<file path="src/design/pidl_pkg.sv">
// Package for the positional insert/delete list unit.
// Holds field widths, operation and status codes, and the sequencer state type.
package pidl_pkg;

  localparam int MODE_W  = 2;
  localparam int POS_W   = 5;
  localparam int WORD_W  = 32;
  localparam int COUNT_W = 5;
  localparam int STAT_W  = 2;

  typedef enum logic [MODE_W-1:0] {
    MODE_READ   = 2'd0,
    MODE_INSERT = 2'd1,
    MODE_ERASE  = 2'd2,
    MODE_APPEND = 2'd3
  } mode_t;

  typedef enum logic [STAT_W-1:0] {
    ST_DONE  = 2'd0,
    ST_FULL  = 2'd1,
    ST_RANGE = 2'd2
  } status_t;

  typedef enum logic [2:0] {
    S_IDLE,
    S_FETCH,
    S_MOVE,
    S_PLACE,
    S_RWAIT,
    S_REPLY
  } state_t;

endpackage

</file>
<file path="src/design/pidl_if.sv">
// Valid/ready channel interfaces for the list unit: request and result.
// Depends on pidl_pkg for field widths.
interface pidl_in_if import pidl_pkg::*; ();
  logic                     valid;
  logic                     ready;
  logic [MODE_W-1:0]        mode;
  logic [POS_W-1:0]         position;
  logic signed [WORD_W-1:0] item_value;

  modport source (output valid, mode, position, item_value, input ready);
  modport sink   (input valid, mode, position, item_value, output ready);
endinterface

interface pidl_out_if import pidl_pkg::*; ();
  logic                     valid;
  logic                     ready;
  logic signed [WORD_W-1:0] read_value;
  logic [COUNT_W-1:0]       entry_count;
  logic [STAT_W-1:0]        status;

  modport source (output valid, read_value, entry_count, status, input ready);
  modport sink   (input valid, read_value, entry_count, status, output ready);
endinterface

</file>
<file path="src/design/positional_insert_delete_list_unit.sv">
// Top level of the positional insert/delete list unit.
// Depends on pidl_pkg and the channel interfaces in pidl_if.sv.
//
// Ordered list of up to CAPACITY signed words held in a single-port-write,
// single-port-read memory with registered read data. One request is worked
// at a time; in_ch.ready is high only while the sequencer is idle. Insert
// and erase move entries one by one through the memory, each move a read
// (S_FETCH) followed by a write (S_MOVE). The result sits in an output
// register until taken; a new request is accepted as soon as the previous
// result has been loaded there.
module positional_insert_delete_list_unit import pidl_pkg::*; #(
  parameter int CAPACITY = 16
) (
  input  logic        clk,
  input  logic        rst_n,
  pidl_in_if.sink     in_ch,
  pidl_out_if.source  out_ch
);

  localparam int AW = (CAPACITY > 1) ? $clog2(CAPACITY) : 1;
  localparam int CW = $clog2(CAPACITY + 1);
  localparam int XW = (CW > POS_W) ? CW : POS_W;

  logic [WORD_W-1:0] mem [CAPACITY];
  logic [WORD_W-1:0] rdata_r;
  logic              mem_we;
  logic [AW-1:0]     mem_waddr;
  logic [WORD_W-1:0] mem_wdata;
  logic [AW-1:0]     mem_raddr;

  state_t            state_r, state_nxt;
  mode_t             mode_r, mode_nxt;
  logic [XW-1:0]     pos_r, pos_nxt;
  logic [WORD_W-1:0] word_r, word_nxt;
  logic [CW-1:0]     count_r, count_nxt;
  logic [CW-1:0]     idx_r, idx_nxt;
  status_t           st_r, st_nxt;
  logic [WORD_W-1:0] rd_r, rd_nxt;

  logic              out_valid_r, out_valid_nxt;
  logic [WORD_W-1:0] out_value_r, out_value_nxt;
  logic [COUNT_W-1:0] out_count_r, out_count_nxt;
  status_t           out_st_r, out_st_nxt;

  logic [XW-1:0]     in_pos_x;
  logic [XW-1:0]     count_x;
  logic [XW-1:0]     idx_x;
  logic              full;
  logic              accept;

  assign in_pos_x = XW'(in_ch.position);
  assign count_x  = XW'(count_r);
  assign idx_x    = XW'(idx_r);
  assign full     = (count_r == CW'(CAPACITY));
  assign accept   = in_ch.valid && in_ch.ready;

  assign in_ch.ready        = (state_r == S_IDLE);
  assign out_ch.valid       = out_valid_r;
  assign out_ch.read_value  = out_value_r;
  assign out_ch.entry_count = out_count_r;
  assign out_ch.status      = out_st_r;

  always_ff @(posedge clk) begin
    if (mem_we) begin
      mem[mem_waddr] <= mem_wdata;
    end
    rdata_r <= mem[mem_raddr];
  end

  always_ff @(posedge clk) begin
    if (!rst_n) begin
      state_r     <= S_IDLE;
      count_r     <= '0;
      out_valid_r <= 1'b0;
    end else begin
      state_r     <= state_nxt;
      count_r     <= count_nxt;
      out_valid_r <= out_valid_nxt;
    end
    mode_r      <= mode_nxt;
    pos_r       <= pos_nxt;
    word_r      <= word_nxt;
    idx_r       <= idx_nxt;
    st_r        <= st_nxt;
    rd_r        <= rd_nxt;
    out_value_r <= out_value_nxt;
    out_count_r <= out_count_nxt;
    out_st_r    <= out_st_nxt;
  end

  always_comb begin
    state_nxt     = state_r;
    mode_nxt      = mode_r;
    pos_nxt       = pos_r;
    word_nxt      = word_r;
    count_nxt     = count_r;
    idx_nxt       = idx_r;
    st_nxt        = st_r;
    rd_nxt        = rd_r;
    out_valid_nxt = out_valid_r && !out_ch.ready;
    out_value_nxt = out_value_r;
    out_count_nxt = out_count_r;
    out_st_nxt    = out_st_r;
    mem_we        = 1'b0;
    mem_waddr     = idx_r[AW-1:0];
    mem_wdata     = rdata_r;
    mem_raddr     = pos_r[AW-1:0];

    case (state_r)
      S_IDLE: begin
        mem_raddr = in_pos_x[AW-1:0];
        if (accept) begin
          mode_nxt = mode_t'(in_ch.mode);
          pos_nxt  = in_pos_x;
          word_nxt = in_ch.item_value;
          rd_nxt   = '0;
          st_nxt   = ST_DONE;
          case (mode_t'(in_ch.mode))
            MODE_READ: begin
              if (in_pos_x < count_x) begin
                state_nxt = S_RWAIT;
              end else begin
                st_nxt    = ST_RANGE;
                state_nxt = S_REPLY;
              end
            end
            MODE_INSERT: begin
              idx_nxt = count_r;
              if (full) begin
                st_nxt    = ST_FULL;
                state_nxt = S_REPLY;
              end else if (in_pos_x > count_x) begin
                st_nxt    = ST_RANGE;
                state_nxt = S_REPLY;
              end else begin
                state_nxt = S_FETCH;
              end
            end
            MODE_ERASE: begin
              idx_nxt = in_pos_x[CW-1:0];
              if (in_pos_x >= count_x) begin
                st_nxt    = ST_RANGE;
                state_nxt = S_REPLY;
              end else begin
                state_nxt = S_FETCH;
              end
            end
            default: begin
              pos_nxt = count_x;
              if (full) begin
                st_nxt    = ST_FULL;
                state_nxt = S_REPLY;
              end else begin
                state_nxt = S_PLACE;
              end
            end
          endcase
        end
      end
      S_FETCH: begin
        if (mode_r == MODE_INSERT) begin
          mem_raddr = AW'(idx_r - 1'b1);
          if (idx_x > pos_r) begin
            state_nxt = S_MOVE;
          end else begin
            state_nxt = S_PLACE;
          end
        end else begin
          mem_raddr = AW'(idx_r + 1'b1);
          if ((idx_x + 1'b1) < count_x) begin
            state_nxt = S_MOVE;
          end else begin
            count_nxt = count_r - 1'b1;
            state_nxt = S_REPLY;
          end
        end
      end
      S_MOVE: begin
        mem_we    = 1'b1;
        mem_waddr = idx_r[AW-1:0];
        mem_wdata = rdata_r;
        idx_nxt   = (mode_r == MODE_INSERT) ? idx_r - 1'b1 : idx_r + 1'b1;
        state_nxt = S_FETCH;
      end
      S_PLACE: begin
        mem_we    = 1'b1;
        mem_waddr = pos_r[AW-1:0];
        mem_wdata = word_r;
        count_nxt = count_r + 1'b1;
        state_nxt = S_REPLY;
      end
      S_RWAIT: begin
        rd_nxt    = rdata_r;
        state_nxt = S_REPLY;
      end
      S_REPLY: begin
        if (!out_valid_r || out_ch.ready) begin
          out_valid_nxt = 1'b1;
          out_value_nxt = rd_r;
          out_count_nxt = count_x[COUNT_W-1:0];
          out_st_nxt    = st_r;
          state_nxt     = S_IDLE;
        end
      end
      default: begin
        state_nxt = S_IDLE;
      end
    endcase
  end

  a_count_bound: assert property (@(posedge clk) disable iff (!rst_n)
    count_r <= CW'(CAPACITY))
    else $error("entry count above capacity");

  a_count_step: assert property (@(posedge clk) disable iff (!rst_n)
    (count_r != $past(count_r)) |->
      ((count_r == $past(count_r) + 1'b1) || (count_r == $past(count_r) - 1'b1)))
    else $error("entry count changed by more than one");

  a_move_index: assert property (@(posedge clk) disable iff (!rst_n)
    (state_r == S_MOVE) |-> (idx_r < CW'(CAPACITY)))
    else $error("shift index outside the store");

  a_full_status: assert property (@(posedge clk) disable iff (!rst_n)
    ($rose(out_valid_r) && (out_st_r == ST_FULL)) |-> full)
    else $error("full status while list not full");

  a_idle_reply: assert property (@(posedge clk) disable iff (!rst_n)
    (state_r == S_REPLY && (!out_valid_r || out_ch.ready)) |=>
      (state_r == S_IDLE && out_valid_r))
    else $error("result not loaded on reply");

endmodule

</file>
<file path="src/flat_wrapper.sv">
// flat-port wrapper written by rule: the top's interface ports become plain ports
module positional_insert_delete_list_unit_flat import pidl_pkg::*;
#(
  parameter int CAPACITY = 16
)
  (clk, rst_n, in_ch_valid, in_ch_mode, in_ch_position, in_ch_item_value, in_ch_ready, out_ch_valid, out_ch_read_value, out_ch_entry_count, out_ch_status, out_ch_ready);
  pidl_in_if in_ch_i ();
  pidl_out_if out_ch_i ();
  input  logic clk;
  input  logic rst_n;
  input wire logic [$bits(in_ch_i.valid)-1:0] in_ch_valid;
  input wire logic [$bits(in_ch_i.mode)-1:0] in_ch_mode;
  input wire logic [$bits(in_ch_i.position)-1:0] in_ch_position;
  input wire logic [$bits(in_ch_i.item_value)-1:0] in_ch_item_value;
  output wire logic [$bits(in_ch_i.ready)-1:0] in_ch_ready;
  output wire logic [$bits(out_ch_i.valid)-1:0] out_ch_valid;
  output wire logic [$bits(out_ch_i.read_value)-1:0] out_ch_read_value;
  output wire logic [$bits(out_ch_i.entry_count)-1:0] out_ch_entry_count;
  output wire logic [$bits(out_ch_i.status)-1:0] out_ch_status;
  input wire logic [$bits(out_ch_i.ready)-1:0] out_ch_ready;
  assign in_ch_i.valid = in_ch_valid;
  assign in_ch_i.mode = in_ch_mode;
  assign in_ch_i.position = in_ch_position;
  assign in_ch_i.item_value = in_ch_item_value;
  assign in_ch_ready = in_ch_i.ready;
  assign out_ch_valid = out_ch_i.valid;
  assign out_ch_read_value = out_ch_i.read_value;
  assign out_ch_entry_count = out_ch_i.entry_count;
  assign out_ch_status = out_ch_i.status;
  assign out_ch_i.ready = out_ch_ready;
  positional_insert_delete_list_unit #(.CAPACITY(CAPACITY)) u_core (.clk(clk), .rst_n(rst_n), .in_ch(in_ch_i), .out_ch(out_ch_i));
endmodule
</file>
<file path="config.mk">
export PLATFORM = sky130hd
export DESIGN_NAME = positional_insert_delete_list_unit_flat
export DESIGN_NICKNAME = d
export VERILOG_FILES = /design/src/design/pidl_pkg.sv /design/src/design/pidl_if.sv /design/src/design/positional_insert_delete_list_unit.sv /design/src/flat_wrapper.sv
export SDC_FILE = /design/constraint.sdc
export NUM_CORES = 1
export LEC_CHECK = 0
export BUFFER_PORTS_ARGS = -buffer_cell sky130_fd_sc_hd__buf_2
export CAP_MARGIN = 30
export CORE_MARGIN = 2
export CORE_UTILIZATION = 56
export DETAILED_ROUTE_END_ITERATION = 7
export PLACE_DENSITY = 0.78
export SKIP_CTS_REPAIR_TIMING = 1
export SLEW_MARGIN = 20
export SYNTH_ARGS = -nofsm -noshare
export SYNTH_HDL_FRONTEND = slang
export SYNTH_SLANG_ARGS = --single-unit
</file>
<file path="constraint.sdc">
create_clock -name clk -period 3.8 [get_ports clk]
set_clock_uncertainty 0.2 [all_clocks]
set_input_delay 0.38 -clock clk [delete_from_list [all_inputs] [get_ports clk]]
set_output_delay 0.38 -clock clk [all_outputs]
set_load 0.02 [all_outputs]
</file>
Word level (Yosys, flattened, before mapping)
Memories as Yosys holds them, arrays and structs flattened. A register that Yosys moved wholly into a read port is not among the register bits. Index checks and enable logic that the tools add are counted.

Add/subtract/negate cells: 4. Magnitude comparators: 5. Equality and inequality tests: 14. Mux-type cells: 37. Reductions and logical operators: 19.

Operator list (number): $mux 32 (2); $pmux 32 s2 (1); $pmux 5 s2 (3); $mux 5 (5); $mux 3 (8); $pmux 3 s5 (1); $add 5x1->5 const B (2); $gt 5x5->1 (2); $lt 5x5->1 (2); $sub 5x1->5 const B (2); $pmux 3 s3 (1); $mux 1 (8); $mux 2 (4); $mux 4 (2); $pmux 4 s2 (1); $reduce_and 2->1 (4); $eq 3x2->1 const B (2); $eq 3x3->1 const B (2); $ne 2x2->1 const B (3); $pmux 2 s3 (1); $reduce_and 3->1 (2); $reduce_bool 2->1 (3); $eq 5x5->1 const B (1); $ge 5x5->1 (1); other kinds (12) (16).

Register bits: 126. Bits in writable memories: 512. Bits of input ports: 43. Output and inout bits: 41. Logic and storage cells: 92. Memories kept: 1.

Memories: u_core.mem (words 16, bits a word 32, rd ports 1, clocked after Yosys merged registers in 1, wr ports 1, line positional_insert_delete_list_unit.sv:24) `logic [WORD_W-1:0] mem [CAPACITY];`.

Longest topological paths before layout
Word-level depth: 6. Depth in mapped cells: 14. Mapped depth without buffers: 11.

Worst setup path before layout
Ideal clock, no wire load.

Kind: register to register. Start point: register u_core.state_r[2]. End point: memory u_core.mem[7][0], enable pin. Setup time: 0.421 ns. Arrival time: 2.940 ns. Required time: 3.179 ns. Path slack: 0.239 ns. Cell stages (with the launch flop): 9. Buffers on the path: 3. Period minus slack after synthesis: 3.561 ns. Cell sequence: dfxtp_1 clkbuf_1 nor2_1 and2_1 clkbuf_1 inv_1 clkbuf_1 a31oi_1 nor2_1.

Word-level cells in the longest chain between the ends: 5. Elaborated cells between the ends (all ways): 7. Those cells by class: 2 x eq/ne; 4 x mux; 1 x reduce/logical.

RTL lines: start, declared (line positional_insert_delete_list_unit.sv:31) `state_t state_r, state_nxt;`; start signal, assigned (line positional_insert_delete_list_unit.sv:76) `state_r <= state_nxt;`; $eq 3x2->1 (line positional_insert_delete_list_unit.sv:109) `case (state_r)`; $reduce_or 2->1 (no source line); $mux 1 (line positional_insert_delete_list_unit.sv:109); $mux 1 (line positional_insert_delete_list_unit.sv:64) `if (mem_we) begin`; $mux 1 (not written as such) (line positional_insert_delete_list_unit.sv:65) `mem[mem_waddr] <= mem_wdata;`; end, declared (line positional_insert_delete_list_unit.sv:24).

Several ways; a longest one is shown, not always the timed one.

Worst setup path in the final report
Start point: register u_core.idx_r[0]. End point: register u_core.rdata_r[11], read port of u_core.mem.

Word-level cells in the longest chain between the ends: 3. Elaborated cells between the ends (all ways): 4. Those cells by class: 2 x add/sub; 2 x mux.

RTL lines: start, declared (line positional_insert_delete_list_unit.sv:36) `logic [CW-1:0] idx_r, idx_nxt;`; start signal, assigned (line positional_insert_delete_list_unit.sv:83) `idx_r <= idx_nxt;`; $add 5x1->5 or $sub 5x1->5 (tied branches) (line positional_insert_delete_list_unit.sv:169, positional_insert_delete_list_unit.sv:162); $mux 4 (*) (line positional_insert_delete_list_unit.sv:161) `if (mode_r == MODE_INSERT) begin`; $pmux 4 s2 (*) (line positional_insert_delete_list_unit.sv:109); end, declared (line positional_insert_delete_list_unit.sv:25) `logic [WORD_W-1:0] rdata_r;`.

Every way passes the cells marked *; elsewhere a longest branch is shown, timed or not. A chain may end at the register's enable or synchronous reset.

==> impl_metrics.json <==
{
  "outcome": "finished, violations left",
  "violations": "hold timing",
  "report.final.slew_viol_count": 0,
  "synth_area_per_cell_sq_um": 18.5,
  "root_buffer": "clkbuf_16",
  "area_delta_synth_final_pct": 16.1,
  "grt_pass1_vias": 13697,
  "fin_crit_sh_pct": 88.2,
  "netlist_area_sq_um": 26000,
  "cts.htree.levels": 3,
  "die_w_um": 220,
  "synth_cell_types": 46,
  "hold_viol": 1,
  "crit_buf_inv": 2,
  "required_ns": 4.04,
  "portBuffers": 83,
  "synth_area_leaders": "edfxtp_1 (73%), mux4_2 (5.5%), mux2i_1 (5.3%)",
  "arrival_ns": 3.59,
  "path_max_fanout": 34,
  "cts_tree": "done",
  "coreArea_sq_um": 46300,
  "power_switching_w": 0.00822,
  "fp.dieH_um": 220,
  "power_frac_comb_pct": 33.5,
  "drt_wl_total_um": 57500,
  "gp_congestion": 0.837,
  "drc": 0,
  "wl_per_cell_um": 25.8,
  "clkLatencyLatePin_ns": 0.60,
  "drv_cap": 0,
  "p_per_area_nw_per_um2": 850,
  "p_int_w": 0.0175,
  "synth_top_area_share_pct": 72.5,
  "setup_viol": 0,
  "slowest_delay_ns": 0.55,
  "syn-instance-count": 1410,
  "grt_max_degree": 62,
  "nFillCells": 2978,
  "cts_buffers": 66,
  "ys_ff_latch": 670,
  "viasPerCell": 6.09,
  "synth.most_common_cell": "edfxtp_1",
  "seqCellArea_sq_um": 19700,
  "layout-drive-gt1-share_pct": 24.2,
  "r2r_slack_ns": 0.45,
  "dp_hpwl_um": 31000,
  "rows": 79,
  "finalNonFillerCells": 2234,
  "yosysSeqAreaShare_pct": 75.7,
  "switching_share_pct": 32.0,
  "vdd_ir_drop_max_uv": 566,
  "rsz0062_at_grt": "no",
  "syn_nets": 1478,
  "fin_crit_ns": 3.35,
  "crit_type": "flip-flop to flip-flop",
  "antenna_found_initial": 0,
  "hold_slack_ns": -0.00728,
  "final_nets": 1641,
  "p_clk_share_pct": 25.9,
  "synth_top_area_cell": "edfxtp_1",
  "initial_utilization_pct": 56.3,
  "drt_iter0_drc": 1432,
  "crit_chain": "inv_1 -> ha_1 -> mux2i_1 -> xnor2_1 -> a221o_4 -> buf_12 -> mux4_2 -> a22oi_1 -> o221ai_1",
  "seqPwrFrac_pct": 40.6,
  "finalSetupTns_ns": 0,
  "yosysWarnings": 0,
  "crit_slowest_cell": "mux4_2",
  "relSlewSlack_pct": 27.7,
  "path_clk_slew_ns": 0.07,
  "tightest_slew_ns": 1.08,
  "cts_num_sinks": 670,
  "grt_use_total_pct": 24.4,
  "async_reset_ff_share_pct": 0,
  "endpoint_kind": "flip-flop",
  "synth-main-ff-cell": "edfxtp_1",
  "synth_edf_count": 629,
  "grt_pass1_wl_um": 85200,
  "cts_buffer_depth": 3,
  "cellLeakagePower_nw": 10.5,
  "post-place-cells": 2071,
  "cp_top_family": "compound AO/OA/AOI/OAI gates",
  "fmax_mhz": 298,
  "die-area_sq_um": 48300,
  "vias": 13605,
  "grt_overflow": 0,
  "multi_input_area_sq_um": 6080,
  "hp-class": "input pin to flip-flop",
  "drtPass1Iterations": 6,
  "synth_common_cells": "edfxtp_1 (629), mux2i_1 (137), nand2_1 (116), mux2_2 (69), mux4_2 (64)",
  "ant_nets": 0,
  "start_kind": "flip-flop",
  "io_pins": 84
}
## per-stage QoR
| stage | cell area (sq um) | total power [W] | setup slack, ns | hold slack [ns] | util, % |
|---|---|---|---|---|---|
| CTS | 29800 | 0.0257 | 0.465 | -0.265 | 64.5 |
| finish | 30200 | 0.0257 | 0.449 | -0.00728 | 65.4 |
| detailed placement | 27600 | 0.0191 | 0.482 | 0.205 | 59.7 |
| global route | 30200 | 0.0268 | 0.272 | 0.00949 | 65.4 |
| global placement | 27600 | 0.0188 | 0.554 | 0.201 | 59.7 |
| floorplan | 26000 | 0.0166 | 0.239 | 0.200 | - |
## final timing paths
kind / cells after the start / endpoint / from
max: 9 / u_core.rdata_r[11] / u_core.idx_r[0]
min: 4 / u_core.state_r[2] / in_ch_valid
max reg2reg: 9 / u_core.rdata_r[11] / u_core.idx_r[0]
min reg2reg: 0 / u_core.out_ch.read_value[15] / u_core.rd_r[15]
## cells by family after synthesis
family	synth area share, %
simple gates	3.80
flops	75.7
compound gates	3.53
fa+ha+maj	1.23
xor+xnor	0.336
mux	13.8
buf+inv	1.64
## tightest hold or removal path: cells and delay by family
kind,cells,cell delay [ns]
simple gates,2,0.22
compound gates,1,0.04
buf+inv,1,0.11
## power by group through the flow
stage          sequential [W]  clock [W]  combinational, W
3_5_place_dp           0.0106          0           0.00853
2_1_floorplan          0.0104          0           0.00625
5_1_grt                0.0105    0.00703           0.00924
3_3_place_gp           0.0105          0           0.00822
4_1_cts                0.0104    0.00673           0.00857
6_report               0.0104    0.00666           0.00861
## final cells by class
class | count | share of cell area, %
antenna | 1 | 0.00828
multi-input combinational | 649 | 20.1
timing repair buffer | 166 | 4.56
inverter | 20 | 0.248
clock inverter | 37 | 1.35
clock buffer | 84 | 6.02
sequential | 670 | 65.2
tap | 607 | 2.51
## layer usage
metal	global-route usage [%]	vias up	share of wire, %
met5	0	-	0
met4	10.2	0	3.2
met3	4.64	126	7.9
met2	39.9	628	49
met1	32.4	6926	39
li1	-	5925	-
## registers in the layout, indices dropped and copies added, names as in the netlist
register                   count
u_core.mem                   512
u_core.out_ch.read_value      32
u_core.rd_r                   32
u_core.rdata_r                32
u_core.word_r                 32
u_core.count_r                 5
u_core.idx_r                   5
u_core.out_ch.entry_count      5
u_core.pos_r                   5
u_core.state_r                 3
u_core.mode_r                  2
u_core.out_ch.status           2
u_core.st_r                    2
u_core.out_ch.valid            1
## placed cells by master, fill, tap and decap left out, types with 4 or more instances in the layout
cell / n
inv_1: 19
a21oi_1: 13
clkbuf_1: 10
dlygate4sd3_1: 38
buf_12: 20
nand2_1: 116
nor3_1: 9
clkinv_1: 6
xnor2_1: 7
buf_4: 23
dfxtp_1: 41
a21o_1: 4
clkbuf_8: 6
a22oi_1: 31
clkbuf_16: 68
nand3_1: 6
o211ai_1: 4
nor2_1: 14
mux2i_1: 137
mux2_2: 69
buf_2: 84
a31oi_1: 5
edfxtp_1: 629
nor2_4: 17
clkinv_2: 15
bufinv_16: 7
mux4_2: 64
nor2b_1: 6
ha_1: 24
o221ai_1: 32
o21ai_0: 14
and3_1: 36
No activity file was read; power rests on OpenSTA's default activity.
